`src/rtl/core/codepoint_delimiter_splitter_core_defines.svh`:
```
// assertion macros used by the splitter core rtl
`ifndef CODEPOINT_DELIMITER_SPLITTER_CORE_DEFINES_SVH
`define CODEPOINT_DELIMITER_SPLITTER_CORE_DEFINES_SVH

// same-cycle implication, disabled while in reset
`define CDS_ASSERT_NOW(label, clk, rst_n, ante, cons) \
    label: assert property (@(posedge clk) disable iff (!rst_n) (ante) |-> (cons)) \
        else $error("splitter assertion failed");

// next-cycle implication, disabled while in reset
`define CDS_ASSERT_NEXT(label, clk, rst_n, ante, cons) \
    label: assert property (@(posedge clk) disable iff (!rst_n) (ante) |=> (cons)) \
        else $error("splitter assertion failed");

`endif

```
`src/rtl/core/cdsplit_pkg.sv`:
```
`timescale 1ns / 1ps

package cdsplit_pkg;

    localparam int CP_W       = 21;
    localparam int LEN_W      = 3;
    localparam int DELIM_REGS = 4;
    localparam int TDATA_W    = 24;
    localparam int TUSER_W    = 3;
    localparam int CFG_IDX_W  = 3;

    // register indexes of the configuration port
    localparam logic [CFG_IDX_W-1:0] CFG_DELIM_LEN = 3'd0;
    localparam logic [CFG_IDX_W-1:0] CFG_DELIM_CP0 = 3'd1;
    localparam logic [CFG_IDX_W-1:0] CFG_DELIM_CP1 = 3'd2;
    localparam logic [CFG_IDX_W-1:0] CFG_DELIM_CP2 = 3'd3;
    localparam logic [CFG_IDX_W-1:0] CFG_DELIM_CP3 = 3'd4;

    typedef enum logic [1:0] {
        CELL_HOLD,
        CELL_LOAD,
        CELL_SHIFT
    } cell_op_t;

    typedef struct packed {
        cell_op_t           op;
        logic [LEN_W-1:0]   len;
    } cell_ctl_t;

    typedef struct packed {
        logic [CP_W-1:0] codepoint;
        logic            has_cp;
        logic            token_end;
        logic            string_end;
        logic            last;
    } result_t;

endpackage

```
`src/rtl/core/codepoint_delimiter_splitter_core.sv`:
```
`timescale 1ns / 1ps
// channel   | direction | handshake               | payload
// ----------+-----------+-------------------------+------------------------------------------
// s_axis    | in        | s_axis_tvalid / tready  | tdata: codepoint; tlast: terminator
// m_axis    | out       | m_axis_tvalid / tready  | tdata: out_codepoint; tuser: flags;
//           |           |                         | tlast: last_of_run
// cfg       | in        | cfg_valid / cfg_ready   | cfg_index, cfg_data
//
// a codepoint word is taken every cycle while s_axis_tready is high; matching
// against the delimiter is one parallel compare across the window cells
// a terminator (non-empty delimiter) holds off input while the cells shift the
// pending codepoints out one per cycle with room, then the closing marker goes out
// reset is asynchronous and active low; no clearing pass, the fill count marks
// which cells hold live data
// a two-word output buffer decouples m_axis stalls, so input keeps flowing while
// one result waits; a full buffer drops s_axis_tready
`include "codepoint_delimiter_splitter_core_defines.svh"

module codepoint_delimiter_splitter_core
    import cdsplit_pkg::*;
#(
    parameter int MAX_DELIM = 4
)
(
    input  logic                 clk,
    input  logic                 rst_n,

    input  logic                 s_axis_tvalid,
    output logic                 s_axis_tready,
    input  logic [TDATA_W-1:0]   s_axis_tdata,   // [20:0] codepoint, [23:21] zero
    input  logic                 s_axis_tlast,   // terminator

    output logic                 m_axis_tvalid,
    input  logic                 m_axis_tready,
    output logic [TDATA_W-1:0]   m_axis_tdata,   // [20:0] out_codepoint, [23:21] zero
    output logic [TUSER_W-1:0]   m_axis_tuser,   // [0] has_codepoint, [1] token_end,
                                                 // [2] string_end
    output logic                 m_axis_tlast,   // last_of_run

    input  logic                 cfg_valid,
    output logic                 cfg_ready,
    input  logic [CFG_IDX_W-1:0] cfg_index,
    input  logic [CP_W-1:0]      cfg_data
);

    localparam int FW      = $clog2(MAX_DELIM + 1);
    localparam int CAP_INT = (MAX_DELIM < DELIM_REGS) ? MAX_DELIM : DELIM_REGS;
    localparam logic [LEN_W-1:0] LEN_CAP = LEN_W'(CAP_INT);

    // configuration registers
    logic [LEN_W-1:0] delim_len_reg;
    logic [CP_W-1:0]  delim_cp_reg [DELIM_REGS];
    logic             cfg_fire;
    logic             cfg_hit;      // index names a real register

    // control state
    logic [FW-1:0]    fill_reg;
    logic [FW-1:0]    fill_next;
    logic             flush_reg;
    logic             flush_next;

    logic [LEN_W-1:0] eff_len;
    logic [FW-1:0]    len_f;
    logic [FW-1:0]    fill_use;
    logic             in_fire;
    logic             room;
    logic             hit;

    cell_ctl_t        ctl;
    logic [CP_W-1:0]  in_cp;
    logic [CP_W-1:0]  cell_value [MAX_DELIM];
    logic [MAX_DELIM-1:0] cell_match;
    logic [MAX_DELIM-1:0] sel_new;

    logic             push;
    result_t          push_word;
    result_t          out_word;

    assign cfg_ready     = 1'b1;
    assign cfg_fire      = cfg_valid && cfg_ready;
    assign in_cp         = s_axis_tdata[CP_W-1:0];
    assign s_axis_tready = !flush_reg && room;
    assign in_fire       = s_axis_tvalid && s_axis_tready;

    // register writes; any write to a real register also drops the window
    always_comb
    begin
        case (cfg_index)
            CFG_DELIM_LEN,
            CFG_DELIM_CP0,
            CFG_DELIM_CP1,
            CFG_DELIM_CP2,
            CFG_DELIM_CP3: cfg_hit = 1'b1;
            default:       cfg_hit = 1'b0;
        endcase
    end

    always_ff @(posedge clk or negedge rst_n)
    begin
        if (!rst_n)
        begin
            delim_len_reg <= '0;
            for (int i = 0; i < DELIM_REGS; i++)
            begin
                delim_cp_reg[i] <= '0;
            end
        end
        else if (cfg_fire)
        begin
            case (cfg_index)
                CFG_DELIM_LEN: delim_len_reg   <= cfg_data[LEN_W-1:0];
                CFG_DELIM_CP0: delim_cp_reg[0] <= cfg_data;
                CFG_DELIM_CP1: delim_cp_reg[1] <= cfg_data;
                CFG_DELIM_CP2: delim_cp_reg[2] <= cfg_data;
                CFG_DELIM_CP3: delim_cp_reg[3] <= cfg_data;
                default:       delim_len_reg   <= delim_len_reg;
            endcase
        end
    end

    // effective delimiter length: capped, and cut at the first zero codepoint
    always_comb
    begin
        logic [LEN_W-1:0] n;
        logic             found;
        n       = (delim_len_reg > LEN_CAP) ? LEN_CAP : delim_len_reg;
        eff_len = n;
        found   = 1'b0;
        for (int i = 0; i < DELIM_REGS; i++)
        begin
            if (!found && (LEN_W'(i) < n) && (delim_cp_reg[i] == '0))
            begin
                eff_len = LEN_W'(i);
                found   = 1'b1;
            end
        end
    end

    // eff_len never exceeds MAX_DELIM, so it fits the fill width
    assign len_f    = FW'(eff_len);
    assign fill_use = (fill_reg >= len_f) ? '0 : fill_reg;

    // window cells, slot 0 is the oldest codepoint
    genvar g;
    generate
        for (g = 0; g < MAX_DELIM; g++)
        begin : g_cell
            logic [CP_W-1:0] shift_in;
            logic [CP_W-1:0] delim_cp;

            assign sel_new[g] = (fill_use == FW'(g));

            if (g + 1 < MAX_DELIM)
            begin : g_mid
                assign shift_in = cell_value[g+1];
            end
            else
            begin : g_end
                assign shift_in = '0;
            end

            if (g < DELIM_REGS)
            begin : g_dcp
                assign delim_cp = delim_cp_reg[g];
            end
            else
            begin : g_nodcp
                assign delim_cp = '0;
            end

            cdsplit_cell #(
                .IDX (g)
            ) u_cell (
                .clk      (clk),
                .ctl      (ctl),
                .sel_new  (sel_new[g]),
                .cp_in    (in_cp),
                .shift_in (shift_in),
                .delim_cp (delim_cp),
                .value    (cell_value[g]),
                .match    (cell_match[g])
            );
        end
    endgenerate

    assign hit = &cell_match;

    // sequencing of appends, matches and the terminator flush
    always_comb
    begin
        ctl.op     = CELL_HOLD;
        ctl.len    = eff_len;
        fill_next  = fill_reg;
        flush_next = flush_reg;
        push       = 1'b0;
        push_word  = '0;

        if (flush_reg)
        begin
            if (room)
            begin
                push = 1'b1;
                if (fill_reg != '0)
                begin
                    // oldest pending codepoint goes out as content
                    push_word.codepoint = cell_value[0];
                    push_word.has_cp    = 1'b1;
                    ctl.op              = CELL_SHIFT;
                    fill_next           = fill_reg - FW'(1);
                end
                else
                begin
                    push_word.token_end  = 1'b1;
                    push_word.string_end = 1'b1;
                    push_word.last       = 1'b1;
                    flush_next           = 1'b0;
                end
            end
        end
        else if (in_fire)
        begin
            if (s_axis_tlast)
            begin
                if (eff_len == '0)
                begin
                    push                 = 1'b1;
                    push_word.string_end = 1'b1;
                    push_word.last       = 1'b1;
                    fill_next            = '0;
                end
                else
                begin
                    flush_next = 1'b1;
                end
            end
            else if (eff_len == '0)
            begin
                // empty delimiter: one-codepoint tokens
                push                = 1'b1;
                push_word.codepoint = in_cp;
                push_word.has_cp    = 1'b1;
                push_word.token_end = 1'b1;
                push_word.last      = 1'b1;
            end
            else if ((fill_use + FW'(1)) == len_f)
            begin
                push           = 1'b1;
                push_word.last = 1'b1;
                if (hit)
                begin
                    push_word.token_end = 1'b1;
                    fill_next           = '0;
                end
                else
                begin
                    push_word.codepoint = cell_value[0];
                    push_word.has_cp    = 1'b1;
                    ctl.op              = CELL_SHIFT;
                    fill_next           = fill_use;
                end
            end
            else
            begin
                ctl.op    = CELL_LOAD;
                fill_next = fill_use + FW'(1);
            end
        end

        if (cfg_fire && cfg_hit)
        begin
            fill_next = '0;
        end
    end

    always_ff @(posedge clk or negedge rst_n)
    begin
        if (!rst_n)
        begin
            fill_reg  <= '0;
            flush_reg <= 1'b0;
        end
        else
        begin
            fill_reg  <= fill_next;
            flush_reg <= flush_next;
        end
    end

    cdsplit_out_buf u_out_buf (
        .clk       (clk),
        .rst_n     (rst_n),
        .push      (push),
        .push_word (push_word),
        .room      (room),
        .out_valid (m_axis_tvalid),
        .out_ready (m_axis_tready),
        .out_word  (out_word)
    );

    assign m_axis_tdata = {{(TDATA_W - CP_W){1'b0}}, out_word.codepoint};
    assign m_axis_tuser = {out_word.string_end, out_word.token_end, out_word.has_cp};
    assign m_axis_tlast = out_word.last;

    // the window never holds a full delimiter between words
    `CDS_ASSERT_NOW(a_fill_below_len, clk, rst_n, (eff_len != '0), (fill_reg < len_f))
    // results are only pushed while the buffer has room
    `CDS_ASSERT_NOW(a_push_room, clk, rst_n, push, room)
    // input is held off for the whole flush
    `CDS_ASSERT_NOW(a_flush_blocks_input, clk, rst_n, flush_reg, !s_axis_tready)
    // an empty window with room clears the flush flag on the next cycle
    `CDS_ASSERT_NEXT(a_flush_closes, clk, rst_n,
        (flush_reg && room && (fill_reg == '0) && !cfg_fire), !flush_reg)

endmodule

```
`src/rtl/core/cdsplit_cell.sv`:
```
`timescale 1ns / 1ps

module cdsplit_cell
    import cdsplit_pkg::*;
#(
    parameter int IDX = 0
)
(
    input  logic            clk,
    input  cell_ctl_t       ctl,
    input  logic            sel_new,    // this slot is the append position
    input  logic [CP_W-1:0] cp_in,
    input  logic [CP_W-1:0] shift_in,   // value of the right neighbor
    input  logic [CP_W-1:0] delim_cp,
    output logic [CP_W-1:0] value,
    output logic            match
);

    logic [CP_W-1:0] data_reg;
    logic [CP_W-1:0] data_next;

    // slot content as seen after this cycle's append
    assign value = sel_new ? cp_in : data_reg;
    assign match = (IDX >= int'(ctl.len)) || (value == delim_cp);

    always_comb
    begin
        case (ctl.op)
            CELL_LOAD:  data_next = sel_new ? cp_in : data_reg;
            CELL_SHIFT: data_next = shift_in;
            default:    data_next = data_reg;
        endcase
    end

    always_ff @(posedge clk)
    begin
        data_reg <= data_next;
    end

endmodule

```
`src/rtl/core/cdsplit_out_buf.sv`:
```
`timescale 1ns / 1ps

module cdsplit_out_buf
    import cdsplit_pkg::*;
(
    input  logic    clk,
    input  logic    rst_n,
    input  logic    push,
    input  result_t push_word,
    output logic    room,
    output logic    out_valid,
    input  logic    out_ready,
    output result_t out_word
);

    result_t     entry_reg [2];
    logic        wr_ptr_reg;
    logic        wr_ptr_next;
    logic        rd_ptr_reg;
    logic        rd_ptr_next;
    logic [1:0]  cnt_reg;
    logic [1:0]  cnt_next;
    logic        pop;

    assign room      = (cnt_reg != 2'd2);
    assign out_valid = (cnt_reg != 2'd0);
    assign out_word  = entry_reg[rd_ptr_reg];
    assign pop       = out_valid && out_ready;

    always_comb
    begin
        wr_ptr_next = push ? ~wr_ptr_reg : wr_ptr_reg;
        rd_ptr_next = pop ? ~rd_ptr_reg : rd_ptr_reg;
        cnt_next    = cnt_reg + {1'b0, push} - {1'b0, pop};
    end

    always_ff @(posedge clk)
    begin
        if (push)
        begin
            entry_reg[wr_ptr_reg] <= push_word;
        end
    end

    always_ff @(posedge clk or negedge rst_n)
    begin
        if (!rst_n)
        begin
            wr_ptr_reg <= 1'b0;
            rd_ptr_reg <= 1'b0;
            cnt_reg    <= 2'd0;
        end
        else
        begin
            wr_ptr_reg <= wr_ptr_next;
            rd_ptr_reg <= rd_ptr_next;
            cnt_reg    <= cnt_next;
        end
    end

endmodule
```
`config.mk`:
```
export PLATFORM = sky130hd
export DESIGN_NAME = codepoint_delimiter_splitter_core
export DESIGN_NICKNAME = d
export VERILOG_FILES = /design/src/rtl/core/cdsplit_pkg.sv /design/src/rtl/core/codepoint_delimiter_splitter_core.sv /design/src/rtl/core/cdsplit_cell.sv /design/src/rtl/core/cdsplit_out_buf.sv
export VERILOG_INCLUDE_DIRS = /design/src /design/src/rtl/core
export SDC_FILE = /design/constraint.sdc
export NUM_CORES = 1
export LEC_CHECK = 0
export BUFFER_PORTS_ARGS = -buffer_cell sky130_fd_sc_hd__buf_4
export CAP_MARGIN = 20
export CORE_MARGIN = 2
export CORE_UTILIZATION = 45
export DETAILED_ROUTE_END_ITERATION = 10
export PLACE_DENSITY = 0.59
export SLEW_MARGIN = 40
export SYNTH_ARGS = -nofsm -noshare
export SYNTH_HDL_FRONTEND = slang
export SYNTH_HIERARCHICAL = 1
export SYNTH_SLANG_ARGS = --single-unit
```
`constraint.sdc`:
```
create_clock -name clk -period 7.6 [get_ports clk]
set_clock_uncertainty 0.15 [all_clocks]
set_input_delay 1.9 -clock clk [delete_from_list [all_inputs] [get_ports clk]]
set_output_delay 1.9 -clock clk [all_outputs]
set_load 0.02 [all_outputs]
```
==> results of run 1 <==
-- Yosys cell counts, types with 3 or more instances --
master	number
mux2_2	232
nor4_2	4
a22o_1	21
buf_6	7
dfrtp_1	95
and2_1	7
nor3_1	12
nand2_1	15
a21oi_1	6
clkbuf_1	19
o21ai_0	5
mux2_4	48
inv_1	21
edfxtp_1	134
ha_1	16
buf_1	3
xor2_1	56
nand4_1	8
nor2_1	19
nand3_1	11
o22ai_1	3
buf_2	3
buf_4	6
xnor2_1	34
nor4_1	22
or4_1	7
nand2b_1	5
-- worst max-delay path by stage --
stage,startpoint,end,slack (ps),depth (start not counted)
3_3_place_gp,g_cell[2].delim_cp[6],g_cell[1].u_cell/data_reg[18],530,24
5_1_grt,g_cell[2].delim_cp[6],g_cell[1].u_cell/data_reg[4],80,24
3_5_place_dp,g_cell[2].delim_cp[6],g_cell[1].u_cell/data_reg[16],470,24
2_1_floorplan,g_cell[2].delim_cp[6],g_cell[0].u_cell/data_reg[0],1130,24
6_report,g_cell[2].delim_cp[6],g_cell[1].u_cell/data_reg[3],430,24
4_1_cts,g_cell[2].delim_cp[6],g_cell[1].u_cell/data_reg[3],430,24
-- cell type report --
| type | count | area (sq um) |
|---|---|---|
| Fill cell | 2365 | 12500 |
| Multi-Input combinational cell | 592 | 5630 |
| Timing Repair Buffer | 105 | 905 |
| Clock inverter | 11 | 108 |
| Clock buffer | 39 | 781 |
| Inverter | 21 | 78.8 |
| Tap cell | 341 | 427 |
| Sequential cell | 229 | 6400 |
-- placed cells by master (no fill, tap or decap), drive strengths merged, types with 3 or more instances in the layout --
| master | count |
|---|---|
| a21oi | 6 |
| a22o | 21 |
| a311oi | 3 |
| and2 | 7 |
| buf | 105 |
| clkbuf | 39 |
| clkinv | 7 |
| conb | 25 |
| dfrtp | 95 |
| edfxtp | 134 |
| ha | 16 |
| inv | 22 |
| mux2 | 280 |
| nand2 | 15 |
| nand2b | 5 |
| nand3 | 11 |
| nand4 | 8 |
| nor2 | 19 |
| nor3 | 12 |
| nor4 | 26 |
| o21ai | 5 |
| o22ai | 4 |
| or4 | 8 |
| xnor2 | 34 |
| xor2 | 56 |
-- logic make-up after synthesis --
logic type | count (synthesis) | synth area share [%]
AO/OA/AOI/OAI | 55 | 3.80
flip-flops | 229 | 52.2
buffers and inverters | 61 | 2.77
other | 2 | 0.0612
XOR/XNOR | 90 | 6.43
adder cells (fa/ha/maj) | 16 | 1.63
AND/OR/NAND/NOR | 124 | 5.79
multiplexers | 282 | 27.3
-- metrics by stage --
stage / hold slack [ps] / area [sq um] / util [%]
2_1_floorplan: 305 / 12400 / -
3_3_place_gp: 311 / 13400 / 50.0
3_5_place_dp: 311 / 13400 / 50.0
6_report: 323 / 14300 / 53.3
5_1_grt: 333 / 14300 / 53.3
4_1_cts: 321 / 14300 / 53.3
-- worst register-to-register path: stages (launching register included) --
cell and delay (ps):
dfrtp_1 430, or4_1 510, or4_1 450, nor4_1 340, o22ai_1 250, and2_1 300, ha_1 290, nand2b_1 140
a21o_1 170, a21oi_1 250, nand2_1 220, inv_1 130, ha_1 160, ha_2 330, buf_12 210, mux2_2 410
xor2_1 170, nor4_1 310, nand2_1 120, o41ai_2 290, and4_1 420, o31ai_4 140, ha_1 240, buf_4 200
mux2_2 290
-- timing repair --
action	CTS	global route
hold endpoints to repair	0	0
buffers inserted	0	0
gates resized for setup	0	1
endpoints found under the setup margin	0	45
-- where the power goes --
group          internal [mW]  leakage, nW  switching, mW
Sequential              2.06         2.40          0.255
Combinational           1.56         2.76           1.62
Clock                  0.777        0.436          0.509
-- layer usage --
metal | vias to the layer above | GRT usage, % | part of all wire [%] | wire length, um
li1 | 3459 | - | - | -
met5 | - | 0 | 0 | 0
met3 | 49 | 3.27 | 5.2 | 1600
met4 | 0 | 6.39 | 2.7 | 832
met2 | 195 | 33.1 | 43 | 13400
met1 | 3767 | 33.1 | 49 | 15100
==> results.md, run 1 <==
- Unrepaired setup endpoints after global routing: no
- Leak pwr: around 5.6 nW
- Hold Crit Endpoint: u_out_buf/rd_ptr_reg
- Reg-to-reg endpoint: g_cell[1].u_cell/data_reg[3]
- Register area share after synthesis: between 50% and 60%
- Buf+Inv Stages, Crit Path: 3
- Dpl ws: around 470 ps
- # setup viols final: 0
- Antenna Nets Post-Route: 0
- Distinct cells, synth: between 50 and 60
- Via density: roughly 5.6
- Startpoint class of the critical path: flip-flop
- Final setup margin: around 430 ps
- Clk_lat worst skew: around 540 ps
- Final period utilization: a little over nine tenths
- Mapped Area: between 0.01 and 0.015 sq mm
- Most Frequent Cell on Critical Path: ha_1
- Cell Pwr Density: 473 mW/mm^2
- Peak supply drop: 184 uV
- DRC Markers: 0
- Nets@finish: between 1000 and 1500
- Kind of critical path: reg -> reg
- CP Cell Sequence: or4_1 -> or4_1 -> nor4_1 -> o22ai_1 -> and2_1 -> ha_1 -> nand2b_1 -> a21o_1 -> a21oi_1 -> nand2_1 -> inv_1 -> ha_1 -> ha_2 -> buf_12 -> mux2_2 -> xor2_1 -> nor4_1 -> nand2_1 -> o41ai_2 -> and4_1 -> o31ai_4 -> ha_1 -> buf_4 -> mux2_2
- Critical path data required time: 7730 ps
- Via Count: 7470
- # hold bufs at CTS: 0
- Drt total wl: between 30 and 40 mm
- Crit-path slowest cell: or4_1
- Worst R2R Start: g_cell[2].delim_cp[6]
- CP delay by family, top: simple AND/OR/NAND/NOR gates
- Die area: 0.0286 sq mm
- Post-DP HPWL: 23.2 mm
- CTS tree: built
- Ys async rst share: about 41%
- Number of enable flip-flop cells after synthesis: roughly 130
- Status: complete, no violations
- Pre-antenna DRT Iters: 4
- CP max FO: 15
- Max Freq: roughly 140 MHz
- Power Total: roughly 6.8 mW
- Area contributors post-synth: edfxtp_1 (33%), mux2_2 (21%), dfrtp_1 (19%), mux2_4 (5.9%), xor2_1 (4.0%)
- Clk slew on worst S/H paths: 60 ps
- Hold Crit Start: u_out_buf/rd_ptr_reg
- CP peak stage delay: roughly 500 ps
- MaxCap Viol Count: 0
- Initial antenna violation count: 0
- Yosys reg bits: roughly 230
- Initial Util: a little under half
- GRT Total Usage: between 20% and 30%
- Die X: 169 um
- Synth top area share: 32.8%
- Fraction of layout cells with a size suffix above 1: approximately 44%
- TNS Setup: 0 ps
- # port buffers: between 70 and 80
- FF-to-FF path depth: 24
- Post-synth top flop: edfxtp_1
- Clock Sinks: 229
- Gr ovfl total: 0
- Non-Filler Instances: 1338
- Worst Hold Path Cells: 1
- Crit path arrival time: about 7300 ps
- Drt initial violations: ~470
- Core area: roughly 0.027 sq mm
- Synth-to-Final Area Change: 16.8%
- Final min period: ~7000 ps
- Vias in the first global route: roughly 7500
- Root Buffer Master: clkbuf_16
- Final Slew Violations: 0
- Largest net degree at the start of global routing: 59
- Post-Place Cells: roughly 1300
- Die Y: 169 um
- Hold WC Path Type: reg -> reg
- Syn. warnings: 6
- Slew @ Worst Pin: between 600 and 700 ps
- Register-to-register setup slack: approximately 430 ps
- Io pins: between 80 and 90
- H-tree depth: 1
- First-pass GRT wire length: roughly 47 mm
- Post-synth top area cell: edfxtp_1
- Per-cell routed wire length: 23.1 um
- Hold Fails Final Rpt: 0
- Cts bufs inserted: 27
- Cell count after synthesis: ~860
- Maximum clock insertion buffer count: 3
- GP Congestion: 0.909
- CP endpoint kind: flip-flop
- Slew Limit Headroom: 58.4%
- Core Rows: 60
- Post-Syn Area per Cell: approximately 14 sq um
- Inserted Diodes: 0
No activity file was read; power rests on OpenSTA's default activity.
==> run 2, diff against run 1 <==
--- a/config.mk
+++ b/config.mk
@@ -8,6 +8,7 @@
 export LEC_CHECK = 0
 export BUFFER_PORTS_ARGS = -buffer_cell sky130_fd_sc_hd__buf_4
 export CAP_MARGIN = 20
+export CORE_ASPECT_RATIO = 2
 export CORE_MARGIN = 2
 export CORE_UTILIZATION = 45
 export DETAILED_ROUTE_END_ITERATION = 10
==> constraint.sdc (replaced) <==
create_clock -name clk -period 8.9 [get_ports clk]
set_clock_uncertainty 0.15 [all_clocks]
set_input_delay 2.225 -clock clk [delete_from_list [all_inputs] [get_ports clk]]
set_output_delay 2.225 -clock clk [all_outputs]
set_load 0.02 [all_outputs]
==> results.md, run 2 (synthesized netlist as in run 1, its figures left out) <==
- Critical path data required time: 9020 ps (was 7730 ps)
- # port buffers: 77 (unchanged)
- # setup viols final: 0 (unchanged)
- Hold WC Path Type: reg -> reg (unchanged)
- Largest net degree at the start of global routing: 63 (was 59)
- Power Total: 5.60 mW (was 6.78 mW)
- Via density: 5.53 (was 5.58)
- Area of the multi-input gates: 0.00564 sq mm (was 0.00563 sq mm)
- Most Crowded Layer GR: met2 (unchanged)
- Fraction of layout cells with a size suffix above 1: 44.4% (about the same)
- H-tree depth: 1 (unchanged)
- Die area: 0.0287 sq mm (was 0.0286 sq mm)
- # hold bufs at CTS: 0 (unchanged)
- Drt initial violations: 325 (was 465)
- Die Y: 238 um (was 169 um)
- Initial antenna violation count: 0 (unchanged)
- Hold Fails Final Rpt: 0 (unchanged)
- Leak pwr: 5.47 nW (was 5.60 nW)
- First-pass GRT wire length: 46.7 mm (was 47.2 mm)
- Maximum clock insertion buffer count: 3 (unchanged)
- Sw Share: 36.3% (was 35.1%)
- Status: complete, no violations (unchanged)
- Slew Limit Headroom: 47.4% (was 58.4%)
- CTS tree: built (unchanged)
- Max Freq: 130 MHz (was 140 MHz)
- Final min period: 7670 ps (was 7170 ps)
- Die X: 121 um (was 169 um)
- Startpoint class of the critical path: flip-flop (unchanged)
- Commonest non-fill, non-tap cells in the layout: mux2_2 (232), edfxtp_1 (134), buf_4 (102), dfrtp_1 (95), xor2_1 (56) (was mux2_2 (232), edfxtp_1 (134), dfrtp_1 (95), buf_4 (95), xor2_1 (56))
- Setup Buffers After CTS: 0 (unchanged)
- Vias in the first global route: 7655 (was 7455)
- Clock Sinks: 229 (unchanged)
- MaxCap Viol Count: 0 (unchanged)
- Gr ovfl total: 0 (unchanged)
- GRT Total Usage: 22.0% (about the same)
- CP endpoint kind: flip-flop (unchanged)
- Flop pwr share: 35.0% (was 34.1%)
- Synth-to-Final Area Change: 14.5% (was 16.8%)
- Core Rows: 85 (was 60)
- Peak supply drop: 146 uV (was 184 uV)
- DRC Markers: 0 (unchanged)
- Antenna Nets Post-Route: 0 (unchanged)
- Drt total wl: 30.7 mm (was 31.0 mm)
- GP Congestion: 0.850 (was 0.909)
- Clock share of power: 17.0% (was 19.0%)
- Met3 Track Usage GR: 2.14% (was 3.27%)
- Leading cell type in the layout, fill and taps excluded: mux2_2 (unchanged)
- Inserted Diodes: 0 (unchanged)
- Root Buffer Master: clkbuf_16 (unchanged)
- Met2 Use GR: 40.1% (was 33.1%)
- Post-DP HPWL: 24.1 mm (was 23.2 mm)
- Kind of critical path: reg -> reg (unchanged)
- CP max FO: 25 (was 15)
- Core area: 0.0269 sq mm (about the same)
- Sw power: 2.04 mW (was 2.38 mW)
- Unrepaired setup endpoints after global routing: no (unchanged)
- Pre-antenna DRT Iters: 6 (was 4)
- Sequential cell area: 0.00640 sq mm (unchanged)
- Crit path arrival time: 7780 ps (was 7300 ps)
- Comb pwr share: 48.0% (was 46.9%)
- Final Slew Violations: 0 (unchanged)
- GR Util met1: 24.7% (was 33.1%)
- Cts bufs inserted: 21 (was 27)
- Post-cts sizing count: 0 (unchanged)
- Clk_lat worst skew: 520 ps (was 540 ps)
- Power Internal: 3.56 mW (was 4.40 mW)
- Fill cells: 2350 (was 2365)
- Cell Pwr Density: 399 mW/mm^2 (was 473 mW/mm^2)
- Per-cell routed wire length: 23.1 um (about the same)
- Io pins: 85 (unchanged)
- Initial Util: 45.6% (about the same)
- Nets@finish: 1038 (was 1046)
- Clk slew on worst S/H paths: 70 ps (was 60 ps)
- Final period utilization: 86.1% (was 94.3%)
- TNS Setup: 0 ps (unchanged)
- Via Count: 7342 (was 7470)
- Slew @ Worst Pin: 789 ps (was 619 ps)
[run 2: cell count changes in the layout (fill, tap and decap cells not counted), sizes merged]
cell and delta:
inv +3, buf -2, clkinv -4, clkbuf -14
[run 2: per-stage QoR]
stage	hold slack (ps)	utilization (%)	std cells	instance area, sq um	setup slack (ps)
after global placement	336	49.5	1293	13300	1320
after CTS	365	52.2	1328	14000	1200
after global routing	412	52.2	1328	14000	917
final	367	52.2	1328	14000	1230
after detailed placement	357	49.5	1293	13300	1230
after floorplan	305	-	882	12400	2430
[run 2: power by group through the flow]
| stage | logic, mW | clock network [mW] | registers [mW] |
|---|---|---|---|
| final | 2.69 | 0.954 | 1.96 |
| after global routing | 2.89 | 1.01 | 2.01 |
| after CTS | 2.71 | 0.976 | 1.96 |
| after detailed placement | 2.70 | 0 | 1.98 |
| after global placement | 2.66 | 0 | 1.96 |
| after floorplan | 1.99 | 0 | 1.90 |
[run 2: final timing paths]
path / from / to / slack, ps / cells past startpoint
setup / recovery: g_cell[2].delim_cp[9] / g_cell[2].u_cell/data_reg[8] / 1230 / 24
hold / removal: u_out_buf/wr_ptr_reg / u_out_buf/wr_ptr_reg / 370 / 1
setup reg to reg: g_cell[2].delim_cp[9] / g_cell[2].u_cell/data_reg[8] / 1230 / 24
hold reg to reg: u_out_buf/wr_ptr_reg / u_out_buf/wr_ptr_reg / 370 / 1
max in group asynchronous: rst_n / g_cell[0].delim_cp[5] / 6140 / 2
min in group asynchronous: rst_n / u_out_buf/rd_ptr_reg / 1510 / 1
[run 2: cell type report]
type	count	share of cell area [%]
Clock buffer	25	4.16
Clock inverter	10	0.909
Inverter	21	0.561
Multi-Input combinational cell	592	40.1
Sequential cell	229	45.6
Tap cell	348	3.10
Timing Repair Buffer	103	5.53
[run 2: per-layer routing]
metal / vias up / routed length (um)
met3: 74 / 1030
met1: 3655 / 11400
met4: 0 / 1880
met2: 174 / 16400
met5: - / 0
li1: 3439 / -
[run 2: critical path, stage by stage (launching register included)]
cell	delay, ps
dfrtp_1	430
or4_1	530
or4_1	450
or4_4	450
a311oi_4	440
inv_1	100
ha_1	290
a21o_1	160
a21oi_1	260
nand2_1	210
inv_1	130
ha_1	140
and2_1	600
buf_4	320
mux2_2	390
xor2_1	310
nor3_1	90
nand4_1	140
o22ai_2	80
and4_1	270
o31ai_4	200
buf_4	340
ha_1	210
buf_4	320
mux2_2	390
==> run 3, diff against run 2 <==
--- a/config.mk
+++ b/config.mk
@@ -13,8 +13,8 @@
 export CORE_UTILIZATION = 45
 export DETAILED_ROUTE_END_ITERATION = 10
 export PLACE_DENSITY = 0.59
+export RECOVER_POWER = 50
 export SLEW_MARGIN = 40
 export SYNTH_ARGS = -nofsm -noshare
 export SYNTH_HDL_FRONTEND = slang
-export SYNTH_HIERARCHICAL = 1
 export SYNTH_SLANG_ARGS = --single-unit
==> results.md, run 3 <==
- Status: finished with violations (was complete, no violations)
- Failing checks: max-capacitance violations, max-slew violations
- Number of enable flip-flop cells after synthesis: 134 (unchanged)
- Die Y: 239 um (was 238 um)
- Via density: 6.01 (was 5.53)
- Area contributors post-synth: edfxtp_1 (32%), dfrtp_1 (19%), mux2i_1 (9.9%), mux2_2 (9.1%), xor2_1 (4.4%) (was edfxtp_1 (33%), mux2_2 (21%), dfrtp_1 (19%), mux2_4 (5.9%), xor2_1 (4.0%))
- Core Rows: 86 (was 85)
- Post-DP HPWL: 29.1 mm (was 24.1 mm)
- Setup crit end: g_cell[3].u_cell.data_reg[13] (was g_cell[2].u_cell/data_reg[8])
- Clk_lat worst skew: 540 ps (was 520 ps)
- # hold bufs at CTS: 0 (unchanged)
- Maximum clock insertion buffer count: 3 (unchanged)
- MaxCap Viol Count: 4 (was 0)
- CP endpoint kind: flip-flop (unchanged)
- Largest net degree at the start of global routing: 74 (was 63)
- Synth-to-Final Area Change: 14.2% (was 14.5%)
- Post-synth top flop: edfxtp_1 (unchanged)
- GRT Total Usage: 27.0% (was 22.0%)
- Cts bufs inserted: 23 (was 21)
- Cell count after synthesis: 1025 (was 859)
- Syn. warnings: 0 (was 6)
- Max Freq: 119 MHz (was 130 MHz)
- CTS tree: built (unchanged)
- Clk slew on worst S/H paths: 60 ps (was 70 ps)
- GP Congestion: 0.938 (was 0.850)
- Register-to-register setup slack: 520 ps (was 1230 ps)
- Hold WC Path Type: reg -> reg (unchanged)
- Slew @ Worst Pin: 4400 ps (was 789 ps)
- Post-Syn Area per Cell: 12.1 sq um (was 14.3 sq um)
- Setup Buffers After CTS: 0 (unchanged)
- Root Buffer Master: clkbuf_16 (unchanged)
- Unrepaired setup endpoints after global routing: no (unchanged)
- Peak supply drop: 240 uV (was 146 uV)
- Synth top area share: 32.4% (was 32.8%)
- TNS Setup: 0 ps (unchanged)
- Crit path from: g_cell[2].delim_cp[7] (was g_cell[2].delim_cp[9])
- Commonest non-fill, non-tap cells in the layout: edfxtp_1 (134), mux2i_1 (123), mux2_2 (96), dfrtp_1 (95), buf_4 (75) (was mux2_2 (232), edfxtp_1 (134), buf_4 (102), dfrtp_1 (95), xor2_1 (56))
- Yosys reg bits: 229 (unchanged)
- Cell Pwr Density: 361 mW/mm^2 (was 399 mW/mm^2)
- Reg-to-reg endpoint: g_cell[3].u_cell.data_reg[13] (was g_cell[2].u_cell/data_reg[8])
- Non-Filler Instances: 1473 (was 1328)
- Hold Fails Final Rpt: 0 (unchanged)
- H-tree depth: 1 (unchanged)
- Count leader, synth: edfxtp_1 (was mux2_2)
- First-pass GRT wire length: 57.4 mm (was 46.7 mm)
- Post-Place Cells: 1431 (was 1293)
- Worst R2R Start: g_cell[2].delim_cp[7] (was g_cell[2].delim_cp[9])
- Crit-path slowest cell: or4_1 (was and2_1)
- Ys async rst share: 41.5% (unchanged)
- Initial Util: 45.4% (was 45.6%)
- Nets@finish: 1171 (was 1038)
- Core area: 0.0273 sq mm (was 0.0269 sq mm)
- Post-cts sizing count: 0 (unchanged)
- Initial antenna violation count: 0 (unchanged)
- Via Count: 8850 (was 7342)
- Io pins: 85 (unchanged)
- Mapped Area: 0.0124 sq mm (was 0.0123 sq mm)
- Register area share after synthesis: 51.6% (was 52.2%)
- Final Slew Violations: 142 (was 0)
- Distinct cells, synth: 66 (was 53)
- Kind of critical path: reg -> reg (unchanged)
- Antenna Nets Post-Route: 0 (unchanged)
- Fraction of layout cells with a size suffix above 1: 19.9% (was 44.4%)
- Critical path data required time: 9030 ps (was 9020 ps)
- Per-cell routed wire length: 26.4 um (was 23.1 um)
- Final min period: 8380 ps (was 7670 ps)
- FF-to-FF path depth: 26 (was 24)
- Vias in the first global route: 8908 (was 7655)
- Inserted Diodes: 0 (unchanged)
- Pre-antenna DRT Iters: 6 (unchanged)
- # setup viols final: 0 (unchanged)
- Drt initial violations: 637 (was 325)
- Drt total wl: 38.9 mm (was 30.7 mm)
- Slew Limit Headroom: -193% (was 47.4%)
- Gr ovfl total: 0 (unchanged)
- DRC Markers: 0 (unchanged)
- Die area: 0.0290 sq mm (was 0.0287 sq mm)
- Die X: 121 um (about the same)
- Post-synth top area cell: edfxtp_1 (unchanged)
- Clock Sinks: 229 (unchanged)
- Final period utilization: 94.2% (was 86.1%)
- Synth cell count leaders: edfxtp_1 (134), mux2i_1 (123), mux2_2 (100) (was mux2_2 (232), edfxtp_1 (134), dfrtp_1 (95))
- CP peak stage delay: 590 ps (was 600 ps)
- # port buffers: 77 (unchanged)
- Crit path arrival time: 8510 ps (was 7780 ps)
- CP max FO: 27 (was 25)
- Leak pwr: 5.43 nW (was 5.47 nW)
- Leading cell type in the layout, fill and taps excluded: edfxtp_1 (was mux2_2)
- Startpoint class of the critical path: flip-flop (unchanged)
[run 3: cell types whose count changed after synthesis, moves of 9 or more]
cell,before,now
a21oi_1,6,22
inv_1,21,44
nand2_1,15,37
mux2_4,48,0
nand4_1,8,17
nand2b_1,5,20
nor2_1,19,39
mux2_2,232,100
clkbuf_1,19,46
o22ai_1,3,13
mux2i_1,2,123
o21ai_0,5,23
[run 3: where the power goes]
part           leakage, nW  total [mW]  switching [mW]  internal, mW
registers             2.40        1.93           0.268          1.66
logic                 2.67        2.19            1.33         0.866
clock network        0.365       0.999           0.431         0.568
total                 5.43        5.12            2.03          3.09
[run 3: per-stage QoR]
| stage | util (%) | power (mW) | hold WS [ps] | instance area (sq um) | setup slack (ps) |
|---|---|---|---|---|---|
| final | 51.9 | 5.12 | 343 | 14200 | 520 |
| after floorplan | - | 3.33 | 305 | 12400 | 435 |
| after global routing | 51.9 | 5.38 | 385 | 14200 | 161 |
| after detailed placement | 49.6 | 4.17 | 350 | 13600 | 576 |
| after CTS | 52.4 | 5.18 | 363 | 14300 | 519 |
| after global placement | 49.6 | 4.12 | 336 | 13600 | 611 |
[run 3: how the worst min path moves through the flow]
stage                                    start                   end  slack, ps  depth (start not counted)
after detailed placement  u_out_buf.wr_ptr_reg  u_out_buf.wr_ptr_reg        350                          1
after global placement    u_out_buf.wr_ptr_reg  u_out_buf.wr_ptr_reg        340                          1
after CTS                 u_out_buf.cnt_reg[1]  u_out_buf.cnt_reg[1]        360                          1
after global routing      u_out_buf.wr_ptr_reg  u_out_buf.wr_ptr_reg        380                          1
after floorplan           u_out_buf.wr_ptr_reg  u_out_buf.wr_ptr_reg        310                          1
final                     u_out_buf.wr_ptr_reg  u_out_buf.wr_ptr_reg        340                          1
[run 3: logic make-up after synthesis]
kind of cell / synth area share (%)
AOI/OAI and AO/OA: 8.89
xor gates and xnor gates: 6.62
adders and majority gates: 1.31
buffers and inverters: 3.36
DFF: 51.6
muxes: 19.0
other: 0.0605
and+or+nand+nor: 9.19
[run 3: worst max-delay path, delay by kind of cell (launching register included)]
kind / cells / cell delay, ps
compound gates: 5 / 1220
xor+xnor: 1 / 260
fa+ha+maj: 4 / 1300
buf+inv: 3 / 630
flops: 1 / 420
mux: 1 / 380
simple gates: 12 / 3710
[run 3: area by class of cell]
type / count / area, sq um
tap: 352 / 440
clock buffer: 29 / 598
fill: 2493 / 13200
multi-input combinational: 694 / 5610
timing repair buffer: 112 / 800
inverter: 44 / 166
sequential: 229 / 6400
clock inverter: 13 / 154
[run 3: routing by layer]
metal / global-route usage, % / wire (um) / share of wire, %
met5: 0 / 0 / 0
met1: 33.6 / 15300 / 39
met3: 2.22 / 1480 / 3.8
met4: 11.2 / 1780 / 4.6
met2: 47.7 / 20300 / 52
